===== config.mk =====
export PLATFORM = sky130hd
export DESIGN_NAME = voice_channel_allocator
export DESIGN_NICKNAME = d
export VERILOG_FILES = /design/src/hdl/vca_pkg.sv /design/src/hdl/vca_table.sv /design/src/hdl/vca_cmp.sv /design/src/hdl/voice_channel_allocator.sv
export SDC_FILE = /design/constraint.sdc
export NUM_CORES = 1
export LEC_CHECK = 0
export BUFFER_PORTS_ARGS = -buffer_cell sky130_fd_sc_hd__buf_2
export CAP_MARGIN = 20
export CORE_UTILIZATION = 30
export DETAILED_ROUTE_END_ITERATION = 8
export PLACE_DENSITY_LB_ADDON = 0.2
export SLEW_MARGIN = 40
export SYNTH_ARGS = -nofsm -noshare
export SYNTH_HDL_FRONTEND = slang
export SYNTH_SLANG_ARGS = --single-unit

===== constraint.sdc =====
create_clock -name clock -period 6.94 [get_ports clock]
set_clock_uncertainty 0.2 [all_clocks]
set_input_delay 1.388 -clock clock [delete_from_list [all_inputs] [get_ports clock]]
set_output_delay 1.388 -clock clock [all_outputs]
set_load 0.01 [all_outputs]

===== src/hdl/vca_pkg.sv =====
// shared types, constants and helpers of the voice channel allocator
`default_nettype none
package vca_pkg;

   localparam int NUM_CHANNELS = 8;
   localparam int CH_W         = (NUM_CHANNELS > 1) ? $clog2(NUM_CHANNELS) : 1;
   localparam int HANDLE_W     = 32;
   localparam int SOUND_W      = 16;
   localparam int FADE_W       = 16;
   localparam int CHAN_OUT_W   = 3;
   localparam int CLASS_W      = 2;
   localparam int KEY_W        = CLASS_W + HANDLE_W;

   typedef enum logic [2:0] {
      REQ_PLAY     = 3'd0,
      REQ_STOP     = 3'd1,
      REQ_PAUSE    = 3'd2,
      REQ_RESUME   = 3'd3,
      REQ_QUERY    = 3'd4,
      REQ_FINISHED = 3'd5
   } req_kind_type;

   typedef enum logic [2:0] {
      CMD_NONE     = 3'd0,
      CMD_PLAY     = 3'd1,
      CMD_FADE_IN  = 3'd2,
      CMD_HALT     = 3'd3,
      CMD_FADE_OUT = 3'd4,
      CMD_PAUSE    = 3'd5,
      CMD_RESUME   = 3'd6
   } mixer_cmd_type;

   typedef enum logic [1:0] {
      SND_STOPPED = 2'd0,
      SND_PLAYING = 2'd1,
      SND_PAUSED  = 2'd2
   } sound_state_type;

   // steal preference: lower class wins, then smaller handle
   typedef enum logic [CLASS_W-1:0] {
      CLS_SAME_SOUND = 2'd0,
      CLS_ONE_SHOT   = 2'd1,
      CLS_LOOPING    = 2'd2
   } steal_class_type;

   typedef enum logic [1:0] {
      FSM_IDLE = 2'd0,
      FSM_SCAN = 2'd1,
      FSM_EXEC = 2'd2
   } fsm_state_type;

   typedef struct packed {
      logic [2:0]          req_type;
      logic [SOUND_W-1:0]  sound_id;
      logic                loop_request;
      logic [HANDLE_W-1:0] target_handle;
      logic [2:0]          done_channel;
      logic [FADE_W-1:0]   fade_ms;
   } req_data_type;

   typedef struct packed {
      logic [HANDLE_W-1:0]   new_handle;
      logic [CHAN_OUT_W-1:0] chan_index;
      logic [2:0]            mixer_cmd;
      logic                  loop_forever;
      logic [FADE_W-1:0]     fade_out_ms;
      logic                  was_stolen;
      logic                  found;
      logic [1:0]            sound_state;
   } rsp_data_type;

   typedef struct packed {
      logic                valid;
      logic [HANDLE_W-1:0] handle;
      logic [SOUND_W-1:0]  sound;
      logic                looping;
      logic                paused;
   } chan_entry_type;

   typedef struct packed {
      logic            en;
      logic [CH_W-1:0] addr;
      chan_entry_type  entry;
   } tbl_wr_type;

   // channel number masked to the width of chan_index
   function automatic logic [CHAN_OUT_W-1:0] chan_out(input logic [CH_W-1:0] c);
      logic [CH_W+CHAN_OUT_W-1:0] w;
      w = {{CHAN_OUT_W{1'b0}}, c};
      return w[CHAN_OUT_W-1:0];
   endfunction

endpackage
`default_nettype wire


===== src/hdl/vca_table.sv =====
// channel table: valid marks in flops, entry fields with one read and one write port
`default_nettype none
module vca_table import vca_pkg::*; (
   input  wire logic                    clock,
   input  wire logic                    reset,
   input  wire tbl_wr_type              wr,
   input  wire logic [CH_W-1:0]         rd_addr,
   output chan_entry_type               rd_entry,
   output logic [NUM_CHANNELS-1:0]      valid_vec
);

   logic [NUM_CHANNELS-1:0] valid_ff;
   logic [NUM_CHANNELS-1:0] valid_in;
   logic [HANDLE_W-1:0]     handle_ff  [NUM_CHANNELS];
   logic [SOUND_W-1:0]      sound_ff   [NUM_CHANNELS];
   logic                    looping_ff [NUM_CHANNELS];
   logic                    paused_ff  [NUM_CHANNELS];

   always_comb begin
      valid_in = valid_ff;
      if (wr.en) begin
         valid_in[wr.addr] = wr.entry.valid;
      end
   end

   always_ff @(posedge clock) begin
      if (reset) begin
         valid_ff <= '0;
      end else begin
         valid_ff <= valid_in;
      end
   end

   // payload fields need no reset, an invalid entry is never used
   always_ff @(posedge clock) begin
      if (wr.en) begin
         handle_ff[wr.addr]  <= wr.entry.handle;
         sound_ff[wr.addr]   <= wr.entry.sound;
         looping_ff[wr.addr] <= wr.entry.looping;
         paused_ff[wr.addr]  <= wr.entry.paused;
      end
   end

   always_comb begin
      rd_entry.valid   = valid_ff[rd_addr];
      rd_entry.handle  = handle_ff[rd_addr];
      rd_entry.sound   = sound_ff[rd_addr];
      rd_entry.looping = looping_ff[rd_addr];
      rd_entry.paused  = paused_ff[rd_addr];
   end

   assign valid_vec = valid_ff;

endmodule
`default_nettype wire


===== src/hdl/vca_cmp.sv =====
// shared subtract-compare unit for handle lookup and steal ranking
`default_nettype none
module vca_cmp import vca_pkg::*; (
   input  wire logic [KEY_W-1:0] a,
   input  wire logic [KEY_W-1:0] b,
   output logic                  lt,
   output logic                  eq
);

   logic [KEY_W:0] diff;

   assign diff = {1'b0, a} - {1'b0, b};
   assign lt   = diff[KEY_W];
   assign eq   = (diff == '0);

endmodule
`default_nettype wire


===== src/hdl/voice_channel_allocator.sv =====
// voice channel allocator top level: sequencer, channel table and shared compare unit
// play, stop, pause, resume and query scan the whole table before they give their result;
//   finished and unused kinds skip the scan
// a new transaction is accepted only once the last one has left the sequencer; lookups are
//   paced by the scan that walks one channel entry a cycle through the single compare unit
// reset clears the valid marks, the handle counter and the sequencer; entry fields are
//   not reset since an invalid entry is never used
`default_nettype none
module voice_channel_allocator import vca_pkg::*; (
   input  wire logic         clock,
   input  wire logic         reset,
   input  wire logic         req_valid,
   output logic              req_stall,
   input  wire req_data_type req_data,
   output logic              rsp_valid,
   input  wire logic         rsp_stall,
   output rsp_data_type      rsp_data
);

   // sequencer state
   fsm_state_type state_ff, state_in;
   req_data_type  req_ff, req_in;
   logic [CH_W-1:0] idx_ff, idx_in;

   // scan results
   logic            free_found_ff, free_found_in;
   logic [CH_W-1:0] free_ch_ff, free_ch_in;
   logic            best_found_ff, best_found_in;
   logic [KEY_W-1:0] best_key_ff, best_key_in;
   logic [CH_W-1:0] best_ch_ff, best_ch_in;
   logic            match_found_ff, match_found_in;
   logic [CH_W-1:0] match_ch_ff, match_ch_in;
   logic [SOUND_W-1:0] match_sound_ff, match_sound_in;
   logic            match_loop_ff, match_loop_in;
   logic            match_paused_ff, match_paused_in;

   logic [HANDLE_W-1:0] handle_cnt_ff, handle_cnt_in;

   // output register
   logic         rsp_valid_ff, rsp_valid_in;
   rsp_data_type rsp_ff, rsp_in;

   // table and compare unit hookup
   tbl_wr_type              tbl_wr;
   chan_entry_type          rd_entry;
   logic [NUM_CHANNELS-1:0] valid_vec;
   logic [KEY_W-1:0]        cmp_a, cmp_b;
   logic                    cmp_lt, cmp_eq;

   // helpers
   logic                 is_play;
   logic                 slot_free;
   logic                 last_idx;
   steal_class_type      cls;
   logic [HANDLE_W-1:0]  hc_inc;
   logic [CH_W+2:0]      dc_wide;
   logic [CH_W-1:0]      dc_idx;
   logic                 dc_in_range;
   logic [CH_W-1:0]      play_ch;

   vca_table u_table (
      .clock     (clock),
      .reset     (reset),
      .wr        (tbl_wr),
      .rd_addr   (idx_ff),
      .rd_entry  (rd_entry),
      .valid_vec (valid_vec)
   );

   vca_cmp u_cmp (
      .a  (cmp_a),
      .b  (cmp_b),
      .lt (cmp_lt),
      .eq (cmp_eq)
   );

   assign req_stall = (state_ff != FSM_IDLE);
   assign rsp_valid = rsp_valid_ff;
   assign rsp_data  = rsp_ff;

   assign is_play   = (req_ff.req_type == REQ_PLAY);
   assign slot_free = !rsp_valid_ff || !rsp_stall;
   assign last_idx  = (idx_ff == CH_W'(NUM_CHANNELS - 1));

   // steal ranking key: same sound first, then one-shot, then anything
   always_comb begin
      if (rd_entry.sound == req_ff.sound_id) begin
         cls = CLS_SAME_SOUND;
      end else if (!rd_entry.looping) begin
         cls = CLS_ONE_SHOT;
      end else begin
         cls = CLS_LOOPING;
      end
   end

   // play ranks entries against the best so far, other kinds match the handle
   always_comb begin
      if (is_play) begin
         cmp_a = {cls, rd_entry.handle};
         cmp_b = best_key_ff;
      end else begin
         cmp_a = {{CLASS_W{1'b0}}, rd_entry.handle};
         cmp_b = {{CLASS_W{1'b0}}, req_ff.target_handle};
      end
   end

   // handle counter wraps past zero
   always_comb begin
      hc_inc = handle_cnt_ff + HANDLE_W'(1);
      if (hc_inc == '0) begin
         hc_inc = HANDLE_W'(1);
      end
   end

   assign dc_wide     = (CH_W + 3)'(req_ff.done_channel);
   assign dc_idx      = dc_wide[CH_W-1:0];
   assign dc_in_range = ({29'b0, req_ff.done_channel} < 32'(NUM_CHANNELS));
   assign play_ch     = free_found_ff ? free_ch_ff : best_ch_ff;

   always_comb begin
      state_in        = state_ff;
      req_in          = req_ff;
      idx_in          = idx_ff;
      free_found_in   = free_found_ff;
      free_ch_in      = free_ch_ff;
      best_found_in   = best_found_ff;
      best_key_in     = best_key_ff;
      best_ch_in      = best_ch_ff;
      match_found_in  = match_found_ff;
      match_ch_in     = match_ch_ff;
      match_sound_in  = match_sound_ff;
      match_loop_in   = match_loop_ff;
      match_paused_in = match_paused_ff;
      handle_cnt_in   = handle_cnt_ff;
      rsp_valid_in    = rsp_valid_ff && rsp_stall;
      rsp_in          = rsp_ff;
      tbl_wr          = '0;

      unique case (state_ff)
         FSM_IDLE: begin
            if (req_valid) begin
               req_in         = req_data;
               idx_in         = '0;
               free_found_in  = 1'b0;
               best_found_in  = 1'b0;
               match_found_in = 1'b0;
               if (req_data.req_type <= REQ_QUERY) begin
                  state_in = FSM_SCAN;
               end else begin
                  state_in = FSM_EXEC;
               end
            end
         end

         // one channel entry per cycle through the compare unit
         FSM_SCAN: begin
            if (is_play) begin
               if (!rd_entry.valid && !free_found_ff) begin
                  free_found_in = 1'b1;
                  free_ch_in    = idx_ff;
               end
               if (rd_entry.valid && (!best_found_ff || cmp_lt)) begin
                  best_found_in = 1'b1;
                  best_key_in   = cmp_a;
                  best_ch_in    = idx_ff;
               end
            end else if (rd_entry.valid && cmp_eq && (req_ff.target_handle != '0)
                         && !match_found_ff) begin
               match_found_in  = 1'b1;
               match_ch_in     = idx_ff;
               match_sound_in  = rd_entry.sound;
               match_loop_in   = rd_entry.looping;
               match_paused_in = rd_entry.paused;
            end
            if (last_idx) begin
               state_in = FSM_EXEC;
            end else begin
               idx_in = idx_ff + CH_W'(1);
            end
         end

         // build the result and update the table once the output register is free
         FSM_EXEC: begin
            if (slot_free) begin
               state_in     = FSM_IDLE;
               rsp_valid_in = 1'b1;
               rsp_in       = '0;
               unique case (req_kind_type'(req_ff.req_type))
                  REQ_PLAY: begin
                     handle_cnt_in       = hc_inc;
                     tbl_wr.en           = 1'b1;
                     tbl_wr.addr         = play_ch;
                     tbl_wr.entry.valid  = 1'b1;
                     tbl_wr.entry.handle = hc_inc;
                     tbl_wr.entry.sound  = req_ff.sound_id;
                     tbl_wr.entry.looping = req_ff.loop_request;
                     tbl_wr.entry.paused = 1'b0;
                     rsp_in.new_handle   = hc_inc;
                     rsp_in.chan_index   = chan_out(play_ch);
                     rsp_in.mixer_cmd    = (req_ff.fade_ms != '0) ? CMD_FADE_IN : CMD_PLAY;
                     rsp_in.loop_forever = req_ff.loop_request;
                     rsp_in.fade_out_ms  = req_ff.fade_ms;
                     rsp_in.was_stolen   = !free_found_ff;
                     rsp_in.sound_state  = SND_PLAYING;
                  end
                  REQ_STOP, REQ_PAUSE, REQ_RESUME, REQ_QUERY: begin
                     if (match_found_ff) begin
                        rsp_in.chan_index    = chan_out(match_ch_ff);
                        rsp_in.found         = 1'b1;
                        tbl_wr.addr          = match_ch_ff;
                        tbl_wr.entry.valid   = 1'b1;
                        tbl_wr.entry.handle  = req_ff.target_handle;
                        tbl_wr.entry.sound   = match_sound_ff;
                        tbl_wr.entry.looping = match_loop_ff;
                        tbl_wr.entry.paused  = match_paused_ff;
                        rsp_in.sound_state   = match_paused_ff ? SND_PAUSED : SND_PLAYING;
                        if (req_ff.req_type == REQ_STOP) begin
                           if (req_ff.fade_ms != '0) begin
                              // fade keeps the entry until the mixer reports it done
                              rsp_in.mixer_cmd   = CMD_FADE_OUT;
                              rsp_in.fade_out_ms = req_ff.fade_ms;
                           end else begin
                              rsp_in.mixer_cmd   = CMD_HALT;
                              rsp_in.sound_state = SND_STOPPED;
                              tbl_wr.en          = 1'b1;
                              tbl_wr.entry       = '0;
                           end
                        end else if (req_ff.req_type == REQ_PAUSE) begin
                           rsp_in.sound_state = SND_PAUSED;
                           if (!match_paused_ff) begin
                              rsp_in.mixer_cmd    = CMD_PAUSE;
                              tbl_wr.en           = 1'b1;
                              tbl_wr.entry.paused = 1'b1;
                           end
                        end else if (req_ff.req_type == REQ_RESUME) begin
                           rsp_in.sound_state = SND_PLAYING;
                           if (match_paused_ff) begin
                              rsp_in.mixer_cmd    = CMD_RESUME;
                              tbl_wr.en           = 1'b1;
                              tbl_wr.entry.paused = 1'b0;
                           end
                        end
                     end
                  end
                  REQ_FINISHED: begin
                     rsp_in.chan_index = req_ff.done_channel;
                     if (dc_in_range && valid_vec[dc_idx]) begin
                        rsp_in.found = 1'b1;
                        tbl_wr.en    = 1'b1;
                        tbl_wr.addr  = dc_idx;
                        tbl_wr.entry = '0;
                     end
                  end
                  default: begin
                     // unused request kinds answer with all zeros
                     rsp_in = '0;
                  end
               endcase
            end
         end

         default: begin
            state_in = FSM_IDLE;
         end
      endcase
   end

   always_ff @(posedge clock) begin
      if (reset) begin
         state_ff       <= FSM_IDLE;
         handle_cnt_ff  <= '0;
         rsp_valid_ff   <= 1'b0;
      end else begin
         state_ff       <= state_in;
         handle_cnt_ff  <= handle_cnt_in;
         rsp_valid_ff   <= rsp_valid_in;
      end
   end

   always_ff @(posedge clock) begin
      req_ff          <= req_in;
      idx_ff          <= idx_in;
      free_found_ff   <= free_found_in;
      free_ch_ff      <= free_ch_in;
      best_found_ff   <= best_found_in;
      best_key_ff     <= best_key_in;
      best_ch_ff      <= best_ch_in;
      match_found_ff  <= match_found_in;
      match_ch_ff     <= match_ch_in;
      match_sound_ff  <= match_sound_in;
      match_loop_ff   <= match_loop_in;
      match_paused_ff <= match_paused_in;
      rsp_ff          <= rsp_in;
   end

   // an accepted transaction always leaves the idle state
   assert property (@(posedge clock) disable iff (reset)
      (req_valid && !req_stall) |=> (state_ff != FSM_IDLE))
      else $error("sequencer stayed idle after accepting a request");

   // once a handle was given out, the counter never returns to zero
   assert property (@(posedge clock) disable iff (reset)
      (handle_cnt_ff != '0) |=> (handle_cnt_ff != '0))
      else $error("handle counter wrapped onto zero");

   // play results always carry a live handle
   assert property (@(posedge clock) disable iff (reset)
      (rsp_valid && ((rsp_data.mixer_cmd == CMD_PLAY) || (rsp_data.mixer_cmd == CMD_FADE_IN)))
      |-> (rsp_data.new_handle != '0))
      else $error("play result without a handle");

   // the free channel picked by the scan is really empty when play executes
   assert property (@(posedge clock) disable iff (reset)
      ((state_ff == FSM_EXEC) && is_play && free_found_ff) |-> !valid_vec[free_ch_ff])
      else $error("play picked an occupied channel as free");

endmodule
`default_nettype wire


[Word level (Yosys, flattened, before mapping)]
Memories as Yosys holds them, arrays and structs flattened. A register that Yosys moved wholly into a read port is not among the register bits.
Cells that the tools add are included.
Storage, ports and cells
  word-level logic and storage cells: 171
  RAM bits: 400
  register bits after elaboration: 239
  memories: 4
  input bits: 75
Operators by class
  multiplexer cells: 77
  $add $sub $neg: 3
  reduce and logical (&&, ||, !) cells: 35
  $lt $le $gt $ge: 5
  equal/unequal tests: 18
  bitwise gates (word level): 1
Memories
  u_table.handle_ff: words 8, bits a word 32, read ports 1, clocked after memory_dff 1, wr ports 1, line vca_table.sv:14  | logic [HANDLE_W-1:0] handle_ff [NUM_CHANNELS];
  u_table.sound_ff: words 8, bits a word 16, read ports 1, clocked after memory_dff 1, wr ports 1, line vca_table.sv:15  | logic [SOUND_W-1:0] sound_ff [NUM_CHANNELS];
  u_table.looping_ff: words 8, bits a word 1, read ports 1, clocked after memory_dff 1, wr ports 1, line vca_table.sv:16  | logic looping_ff [NUM_CHANNELS];
  u_table.paused_ff: words 8, bits a word 1, read ports 1, clocked after memory_dff 1, wr ports 1, line vca_table.sv:17  | logic paused_ff [NUM_CHANNELS];
Operators with widths (number)
  two-way mux 55 bit: 4
  case mux 55 bit (3 select lines): 1
  two-way mux 34 bit: 2
  two-way mux 51 bit: 1
  two-way mux 50 bit: 1
  two-way mux 16 bit: 3
  two-way mux 3 bit: 13
  zero test 35 bit: 1
  subtractor 34 x 34 -> 35 bit: 1
  adder 32 x 1 -> 32 bit (second input constant): 1
  zero test 32 bit: 1
  two-way mux 32 bit: 1
  case mux 16 bit (2 select lines): 1
  nonzero test 32 bit: 1
  two-way mux 1 bit: 24
  two-way mux 2 bit: 12
  inequality test 2 bit (second input constant): 9
  AND reduction 3 bit: 6
  == test 16 bit: 1
  nonzero test 16 bit: 1
  < comparator 3 x 4 -> 1 bit (second input constant): 3
  case mux 3 bit (2 select lines): 2
  AND reduction 4 bit: 3
  == test 3 bit (second input constant): 3
  other kinds (24): 43

[Longest topological paths before layout]
Gate-level depths: netlist (run 1).
  word-level depth: 13
  depth in mapped cells: 20

[Modules after synthesis]
A second synthesis (run 1) with hierarchy kept.
Second synthesis, totals
  cell total of the unflattened synthesis: 1902
  area total of the unflattened synthesis: 28185.8 sq um
By module, submodules not included
  vca_table: area an instance 15437.3 sq um, seq. area each 12171.7 sq um, cells an instance 619, instances 1
  voice_channel_allocator: area an instance 10428.8 sq um, seq. area each 6616.3 sq um, cells an instance 925, instances 1
  vca_cmp: area an instance 2319.7 sq um, seq. area each 0.0 sq um, cells an instance 358, instances 1

[Least setup slack after synthesis (run 1)]
No wires, ideal clock.
  kind: register -> register
  from: register (tool-made name)
  to: register best_found_ff (enable)
  stages on the path, launching flop included: 16
  setup slack: 0.230 ns
  period minus slack after synthesis: 6.710 ns
  buffers on the path: 4
  arrival time: 6.210 ns
  library setup time: 0.300 ns
  cell sequence: dfxtp_1 -> buf_2 -> buf_2 -> clkbuf_1 -> buf_2 -> mux4_2 -> mux2_2 -> ha_1 -> a21oi_1 -> o22ai_1 -> a31oi_1 -> o211a_1 -> and3_1 -> nand2_1 -> a31oi_1 -> or2_2
RTL lines
  end signal, assigned: line voice_channel_allocator.sv:285  | best_found_ff <= best_found_in;
  end, declared: line voice_channel_allocator.sv:28  | logic best_found_ff, best_found_in;

==> flow_summary_export.csv, run 1 <==
group,metric,value,unit
logic_synthesis,yosys_most_used_dff,"edfxtp_1",
die,pin_count,136,
detailed_routing,drt_iter0_drc,1257,
hold_path,hold_class,"reg -> reg",
placement,dp.cells,3128,
worst_setup_path,arrival,6.20,ns
worst_setup_path,worstPathMaxFanout,25,
outcome,status,"completed",
detailed_routing,wl_per_cell,22.6,microns
global_routing,grt_antenna_before_repair,2,
detailed_routing,postRouteAntennaNets,0,
worst_setup_path,critical_path_class,"reg -> reg",
logic_synthesis,yosysSeqAreaShare,67.4,%
clock_tree,cts_tree,"built",
power,ir_drop,0.000161,V
final_layout,syn_to_final_growth,16.5,%
timing,rsz0062_at_grt,"false",
clock_tree,cts_sinks,643,
clock_tree,clock_latency,0.62,ns
placement,placed_cell_area,0.0303,sq mm
global_routing,grt_pass1_wl,110,mm
clock_tree,cts_buffers,71,
detailed_routing,route.detailed.drc,0,
final_layout,final_common_cell,"edfxtp_1",
clock_tree,clk_pin_slew,0.06,ns
placement,dpl.hpwl,48.2,mm
clock_tree,post_cts_buffers,0,
power,p_leak,10.7,nW
detailed_routing,num_vias,16400,
global_routing,grt_max_degree,61,
logic_synthesis,syn_avg_cell_area,15.4,sq um
logic_synthesis,ys_warn_count,0,
clock_tree,ctsHoldBuffers,0,
timing,finalSetupTns,0,ns
global_routing,grt_pass1_vias,16700,
placement,place_congestion,0.864,
die,die_y,307,microns
final_layout,fin_area,0.0325,sq mm
global_routing,grt-ovfl-total,0,
clock_tree,clock-root-buffer,"clkbuf_16",
timing,slew_violations,0,
final_layout,final_util,35.4,%
die,core-area,0.0919,sq mm
worst_setup_path,endpoint_kind,"flop",
final_layout,layout_common_cells,"edfxtp_1, nor2_1, buf_2",
global_routing,globalRouteTotalUtil,15.6,%
die,start_util,30.4,%
logic_synthesis,syn_nets,1925,
clock_tree,cts_resized,0,
logic_synthesis,synth_area,0.0279,sq mm
timing,max_freq,0.163,GHz
detailed_routing,viasPerCell,5.02,
detailed_routing,drtPass1Iterations,5,
clock_tree,cts_max_level,3,
timing,fin_crit_sh,88.5,%
logic_synthesis,async_flop_share,0,%
timing,worstMarginPinSlew,0.819,ns
final_layout,drive_above_1_share,23.6,%
final_layout,instances_no_fill,3258,
logic_synthesis,postSynthCellCount,1812,
clock_tree,cts_max_path_buffers,3,
timing,fin_hold_ws,0.299,ns
die,dieArea,0.0944,sq mm
timing,final_hold_viol_count,0,
power,p_per_area,288,mW/mm^2
timing,slew_headroom,45.3,%
timing,finalCriticalPeriod,6.14,ns
die,num_rows,111,
run,cap_violations,0,
worst_setup_path,critPathLaunchType,"flop",
logic_synthesis,synth-seq-cells,643,
detailed_routing,wl,73.7,mm
logic_synthesis,synth_cell_types,74,
die,die_x,307,microns
worst_setup_path,worstPathRequired,7.00,ns
placement,portBuffers,135,
timing,setup_viol_count_final,0,
logic_synthesis,synth-edff-count,597,
final_layout,nets,2071,
[cell usage after synthesis, drive strengths merged (10+ instances only)]
cell / number / area share, %
xnor2: 32 / 1.0
a21o: 14 / 0.38
mux2i: 42 / 1.5
nor4: 26 / 0.68
a22oi: 18 / 0.48
mux4: 104 / 8.4
xor2: 63 / 2.0
nor2: 153 / 2.1
nand4: 33 / 0.84
and3: 31 / 0.69
a21oi: 104 / 1.9
o21a: 11 / 0.30
nor3: 20 / 0.40
mux2: 53 / 2.1
buf: 36 / 0.67
nand2: 95 / 1.3
clkbuf: 62 / 0.84
o21ai: 53 / 0.96
edfxtp: 597 / 64
inv: 20 / 0.27
nand3: 31 / 0.61
dfxtp: 46 / 3.3
ha: 37 / 1.7
or3: 20 / 0.45
nand2b: 13 / 0.29
a31oi: 10 / 0.22
[kinds of logic (layout without fill, tap and decap cells)]
logic type | count (synthesis) | in the layout | share of synthesized area (%)
compound gates | 259 | 259 | 5.74
buf+inv | 118 | 320 | 1.78
simple gates | 460 | 460 | 8.30
fa+ha+maj | 38 | 38 | 1.73
flops | 643 | 643 | 67.4
other cells | 0 | 1 | 0
mux | 199 | 199 | 12.0
xor+xnor | 95 | 95 | 2.98
[final cells by class]
class,count,area (sq um)
repair buffers,171,1060
clock buffers,90,1910
well taps,1243,1560
multi-input cells,1051,8720
flip-flops and latches,643,18900
clock inverters,39,365
inverters,20,78.8
fillers,8841,59400
diodes,1,2.50
[worst max-delay path, cell delays in order, from the launching register on]
cell	delay, ns
dfxtp_4	0.71
buf_4	0.31
mux4_2	0.52
mux2_2	0.30
xor2_1	0.17
nor4_1	0.42
nand4_1	0.29
and3_1	0.31
ha_1	0.35
nand4_1	0.10
o21ai_0	0.38
nand4_1	0.14
nor4_1	0.23
nand4_1	0.14
nor4_1	0.32
nand4_1	0.26
nor3_2	0.22
buf_4	0.38
[where the power goes]
group	internal, W	switching (W)	total (W)
clock	0.00215	0.00155	0.00370
sequential	0.00428	0.0000951	0.00438
combinational	0.000544	0.000755	0.00130
total	0.00697	0.00240	0.00937
[stage by stage]
stage | total power, W | setup WS (ns)
3_5_place_dp | 0.00576 | 0.675
3_3_place_gp | 0.00576 | 0.745
6_report | 0.00937 | 0.799
2_1_floorplan | 0.00537 | 0.230
5_1_grt | 0.00976 | 0.301
4_1_cts | 0.00949 | 0.654
[layer usage]
metal	GRT usage [%]	up-vias	share of wire (%)	wire [microns]
met4	3.51	2	1.4	1060
li1	-	7381	-	-
met3	2.87	81	5.0	3680
met5	0	-	0.023	17
met2	25.2	421	47	34900
met1	21.9	8465	46	34000
[final timing paths]
path | slack [ns] | end | cells past startpoint | start
worst min register to register | 0.30 | u_table.valid_vec[3] | 2 | u_table.valid_vec[3]
worst max-delay path | 0.80 | match_sound_ff[4] | 17 | flop
worst min-delay path | 0.30 | u_table.valid_vec[3] | 2 | u_table.valid_vec[3]
worst max register to register | 0.80 | match_sound_ff[4] | 17 | flop
[flip-flops by register name, indices dropped and copies added, names as in the netlist, named ones only]
name / flops
dc_idx: 3
u_table.valid_vec: 8
best_key_ff: 34
free_found_ff: 1
free_ch_ff: 3
match_found_ff: 1
u_table.handle_ff: 256
match_ch_ff: 3
state_ff: 2
u_table.paused_ff: 8
idx_ff: 3
best_ch_ff: 3
match_paused_ff: 1
handle_cnt_ff: 32
rsp_valid: 1
u_table.looping_ff: 8
req_ff: 68
rsp_data: 59
match_loop_ff: 1
u_table.sound_ff: 128
best_found_ff: 1
match_sound_ff: 16
Note: power is estimated with default switching activity, not from simulation.
==> run 2: changes to the inputs <==
==> constraint.sdc (replaced) <==
create_clock -name clock -period 6.94 [get_ports clock]
set_clock_uncertainty 0.2 [all_clocks]
set_input_delay 0.347 -clock clock [delete_from_list [all_inputs] [get_ports clock]]
set_output_delay 0.347 -clock clock [all_outputs]
set_load 0.01 [all_outputs]
==> flow_summary_export.csv, run 2 (synthesis results as in run 1) <==
group,metric,value,unit
final_layout,layout_common_cells,"edfxtp_1, nor2_1, buf_2",
power,p_sw_share,25.1,%
detailed_routing,drt_iter0_drc,1041,
worst_setup_path,slowest_delay,0.54,ns
clock_tree,clk_pin_slew,0.06,ns
outcome,status,"completed",
power,intPower,0.00707,W
final_layout,regArea,0.0189,sq mm
detailed_routing,postRouteAntennaNets,0,
worst_setup_path,cp_slowest_cell,"mux4_2",
timing,slew_headroom,46.1,%
timing,finalSetupTns,0,ns
worst_setup_path,crit_family,"compound AO/OA/AOI/OAI gates",
clock_tree,post_cts_buffers,0,
clock_tree,clock_latency,0.62,ns
final_layout,drive_above_1_share,22.3,%
power,ir_drop,0.000172,V
timing,max_freq,0.169,GHz
final_layout,multi_input_area,0.00872,sq mm
global_routing,grt_pass1_vias,16900,
die,dieArea,0.0944,sq mm
clock_tree,cts_tree,"built",
clock_tree,cts_buffers,71,
detailed_routing,viasPerCell,4.94,
detailed_routing,wl,73.9,mm
timing,setup_viol_count_final,0,
worst_setup_path,crit_chain,"buf_12, buf_4, buf_12, mux4_2, mux2_2, ha_1, a21oi_1, o22ai_1, a31oi_1, nand2_1, xor2_1, a2111oi_1, nand4_1, nor4_1, nand4_1, nor3_2, buf_4",
worst_setup_path,critPathLaunchType,"flop",
final_layout,instances_no_fill,3325,
power,comb_power_share,14.1,%
placement,place_congestion,0.829,
global_routing,grt_max_degree,56,
power,p_switching,0.00236,W
run,cap_violations,0,
worst_setup_path,r2r_slack,1.03,ns
hold_path,hold_class,"in -> reg",
placement,dp.cells,3120,
worst_setup_path,worstPathRequired,7.02,ns
timing,worstMarginPinSlew,0.808,ns
worst_setup_path,endpoint_kind,"flop",
global_routing,grt-ovfl-total,0,
final_layout,nets,2140,
worst_setup_path,worstPathMaxFanout,30,
die,die_y,307,microns
power,p_per_area,284,mW/mm^2
power,p_seq_share,46.3,%
worst_setup_path,cp_num_buf_inv,4,
die,core-area,0.0919,sq mm
timing,rsz0062_at_grt,"false",
worst_setup_path,critical_path_class,"reg -> reg",
detailed_routing,drtPass1Iterations,5,
final_layout,final_common_cell,"edfxtp_1",
power,clkPwrFrac,39.5,%
timing,finalCriticalPeriod,5.91,ns
detailed_routing,route.detailed.drc,0,
placement,portBuffers,135,
detailed_routing,num_vias,16400,
clock_tree,ctsHoldBuffers,75,
clock_tree,clock-root-buffer,"clkbuf_16",
final_layout,syn_to_final_growth,19.0,%
final_layout,top_register,"u_table.handle_ff",
global_routing,grt_antenna_before_repair,1,
clock_tree,cts_sinks,643,
clock_tree,cts_max_level,3,
timing,fin_crit_sh,85.2,%
global_routing,grt_pass1_wl,110,mm
die,pin_count,136,
placement,dpl.hpwl,46.3,mm
die,die_x,307,microns
timing,slew_violations,0,
detailed_routing,wl_per_cell,22.2,microns
clock_tree,cts_resized,0,
clock_tree,cts_max_path_buffers,3,
power,p_leak,10.9,nW
global_routing,globalRouteTotalUtil,15.6,%
worst_setup_path,arrival,5.99,ns
die,num_rows,111,
die,start_util,30.4,%
final_layout,largest_reg_flops,256,
final_layout,nFillCells,8810,
final_layout,biggestRegsByFlops,"u_table.handle_ff: 256 flops, u_table.sound_ff: 128 flops, req_ff: 68 flops",
timing,final_hold_viol_count,0,
## run 2: cell count changes in the layout (fill, tap and decap cells not counted), sizes merged
cell,delta
buf,-6
bufinv,+3
clkbuf,-1
clkinv,-4
clkinvlp,-1
diode,+2
dlygate4sd3,+75
inv,-1
## run 2: metrics by stage
stage / util [%] / worst slack (ns) / power [W] / instance area (sq um) / hold slack (ns)
floorplan: - / 0.230 / 0.00537 / 27900 / 0.246
CTS: 36.1 / 0.739 / 0.00955 / 33200 / 0.188
global placement: 32.8 / 0.762 / 0.00576 / 30100 / 0.288
detailed placement: 32.8 / 0.750 / 0.00575 / 30200 / 0.298
finish: 36.2 / 1.03 / 0.00943 / 33200 / 0.234
global route: 36.1 / 0.586 / 0.00980 / 33200 / 0.223
## run 2: worst register-to-register path, delay by kind of cell (launching register included)
family	cells	cell delay (ns)
AOI/OAI and AO/OA	4	1.22
muxes	2	0.86
DFF	1	0.49
and+or+nand+nor	5	1.08
buffers and inverters	4	1.14
xor gates and xnor gates	1	0.17
adders and majority gates	1	0.41
## run 2: layout make-up
type | instances | share of cell area, %
inverter | 20 | 0.233
antenna | 3 | 0.0226
multi-input combinational | 1051 | 26.2
timing repair buffer | 240 | 5.30
sequential | 643 | 56.7
clock inverter | 36 | 1.17
tap | 1243 | 4.68
clock buffer | 89 | 5.64
## run 2: metal layers
layer,vias up,global-route usage (%),wire [microns]
li1,7498,-,-
met1,8448,21.5,34000
met2,397,25.2,34800
met3,86,2.78,3710
met4,0,4.65,1410
met5,-,0,0
## run 2: final timing paths
path | start | end | cells past startpoint
max | flop | match_sound_ff[4] | 17
min | req_data[61] | req_ff[61] | 2
max reg2reg | flop | match_sound_ff[4] | 17
min reg2reg | rsp_valid | rsp_valid | 2
## run 2: power groups by stage
stage / Clock (W) / Combinational, W / Sequential, W
finish: 0.00373 / 0.00133 / 0.00437
global route: 0.00396 / 0.00146 / 0.00438
CTS: 0.00383 / 0.00133 / 0.00439
detailed placement: 0 / 0.00129 / 0.00447
global placement: 0 / 0.00129 / 0.00447
floorplan: 0 / 0.000975 / 0.00439
==> run 3: changes to the inputs <==
--- a/config.mk
+++ b/config.mk
@@ -5,11 +5,13 @@
 export SDC_FILE = /design/constraint.sdc
 export NUM_CORES = 1
 export LEC_CHECK = 0
-export BUFFER_PORTS_ARGS = -buffer_cell sky130_fd_sc_hd__buf_2
 export CAP_MARGIN = 20
+export CELL_PAD_IN_SITES_DETAIL_PLACEMENT = 0
+export CELL_PAD_IN_SITES_GLOBAL_PLACEMENT = 1
 export CORE_UTILIZATION = 30
 export DETAILED_ROUTE_END_ITERATION = 8
-export PLACE_DENSITY_LB_ADDON = 0.2
+export DONT_BUFFER_PORTS = 1
+export PLACE_DENSITY = 0.5
 export SLEW_MARGIN = 40
 export SYNTH_ARGS = -nofsm -noshare
 export SYNTH_HDL_FRONTEND = slang
==> flow_summary_export.csv, run 3 (synthesis results as in run 1) <==
group,metric,value,unit
outcome,status,"finished with violations",
outcome,violations,"hold timing",
final_layout,instances_no_fill,3201,
timing,rsz0062_at_grt,"false",
timing,final_hold_viol_count,1,
timing,max_freq,0.162,GHz
clock_tree,cts_tree,"built",
timing,slew_headroom,43.0,%
detailed_routing,viasPerCell,5.00,
timing,fin_crit_sh,89.1,%
worst_setup_path,critPathLaunchType,"flop",
global_routing,grt-ovfl-total,0,
clock_tree,cts_max_level,3,
detailed_routing,wl_met1,35.8,mm
detailed_routing,wl,76.2,mm
global_routing,grt_max_degree,61,
global_routing,grt_pass1_wl,113,mm
placement,dpl.hpwl,49.0,mm
power,total_power,0.00976,W
final_layout,nFillCells,8770,
global_routing,globalRouteTotalUtil,16.3,%
clock_tree,clock-root-buffer,"clkbuf_16",
clock_tree,cts_buffers,74,
final_layout,top_register,"u_table.handle_ff",
detailed_routing,wl_met3,3.58,mm
detailed_routing,dr_wl_met2,35.6,mm
worst_setup_path,critical_path_class,"reg -> reg",
power,p_per_area,297,mW/mm^2
die,num_rows,111,
final_layout,syn_to_final_growth,17.6,%
detailed_routing,drtPass1Iterations,5,
timing,worstMarginPinSlew,0.851,ns
timing,setup_viol_count_final,0,
timing,fin_hold_ws,-0.0270,ns
clock_tree,post_cts_buffers,0,
power,p_seq_share,45.0,%
timing,finalCriticalPeriod,6.18,ns
power,clkPwrFrac,41.6,%
die,start_util,30.4,%
power,comb_power_share,13.3,%
run,cap_violations,0,
power,p_sw_share,25.2,%
placement,dp.cells,2988,
final_layout,largest_reg_flops,256,
detailed_routing,drt_iter0_drc,1105,
global_routing,grt_pass1_vias,16800,
clock_tree,ctsHoldBuffers,76,
die,pin_count,136,
die,core-area,0.0919,sq mm
clock_tree,cts_resized,0,
timing,finalSetupTns,0,ns
die,dieArea,0.0944,sq mm
final_layout,final_util,35.7,%
placement,portBuffers,0,
hold_path,hold_class,"in -> reg",
clock_tree,cts_sinks,643,
power,intPower,0.00730,W
placement,place_congestion,0.792,
worst_setup_path,arrival,6.26,ns
die,die_y,307,microns
detailed_routing,route.detailed.drc,0,
detailed_routing,num_vias,16000,
detailed_routing,routed.top_layer,"met4",
clock_tree,clock_latency,0.64,ns
worst_setup_path,worstPathRequired,7.02,ns
global_routing,grt_antenna_before_repair,2,
final_layout,layout_common_cells,"edfxtp_1, nor2_1, mux4_2",
detailed_routing,postRouteAntennaNets,0,
power,p_switching,0.00246,W
clock_tree,cts_max_path_buffers,3,
timing,slew_violations,0,
worst_setup_path,worstPathMaxFanout,32,
final_layout,drive_above_1_share,17.4,%
final_layout,nets,2010,
detailed_routing,wl_per_cell,23.8,microns
final_layout,final_common_cell,"edfxtp_1",
power,p_leak,10.6,nW
die,die_x,307,microns
final_layout,biggestRegsByFlops,"u_table.handle_ff: 256 flops, u_table.sound_ff: 128 flops, req_ff: 68 flops",
power,ir_drop,0.000163,V
clock_tree,clk_pin_slew,0.06,ns
worst_setup_path,endpoint_kind,"flop",
[run 3: power by group through the flow]
stage          clock network (W)  registers (W)  logic (W)
2_1_floorplan                  0        0.00439   0.000975
3_3_place_gp                   0        0.00448    0.00127
3_5_place_dp                   0        0.00448    0.00127
4_1_cts                  0.00418        0.00440    0.00131
5_1_grt                  0.00432        0.00440    0.00143
6_report                 0.00406        0.00439    0.00130
[run 3: routing by layer]
metal | up-vias | global-route usage [%]
met3 | 87 | 2.70
met1 | 8309 | 22.8
li1 | 7255 | -
met5 | - | 0
met4 | 0 | 4.35
met2 | 348 | 26.1
[run 3: worst paths after layout]
| check | from | endpoint | slack (ns) | cells past startpoint |
|---|---|---|---|---|
| max | flop | match_sound_ff[14] | 0.76 | 15 |
| min | req_data[70] | state_ff[0] | -0.03 | 3 |
| max reg2reg | flop | match_sound_ff[14] | 0.76 | 15 |
| min reg2reg | u_table.valid_vec[6] | u_table.valid_vec[6] | 0.30 | 2 |
[run 3: cell type report]
type	count	area [sq um]	share of cell area, %
Multi-Input combinational cell	1051	8720	26.5
Timing Repair Buffer	107	1120	3.40
Inverter	20	78.8	0.240
Clock buffer	88	1950	5.92
Sequential cell	643	18900	57.4
Tap cell	1243	1560	4.73
Antenna cell	2	5.00	0.0152
Clock inverter	47	588	1.79
[run 3: stage by stage]
stage	instance area, sq um	setup slack, ns
2_1_floorplan	27900	0.230
3_3_place_gp	29500	0.775
3_5_place_dp	29600	0.776
4_1_cts	32900	0.726
5_1_grt	32900	0.419
6_report	32900	0.758
[run 3: worst max-delay path, stage by stage (launching register included)]
cell and delay (ns):
dfxtp_4 0.80, buf_4 0.59, mux4_2 0.57, mux2_2 0.29, ha_1 0.43, o211ai_1 0.13, a21oi_1 0.40, o311a_1 0.28
nor2_1 0.06, a211oi_1 0.21, nor3b_1 0.36, nand4_1 0.14, nor4_1 0.37, nand4_1 0.27, nor3_2 0.23, buf_4 0.41
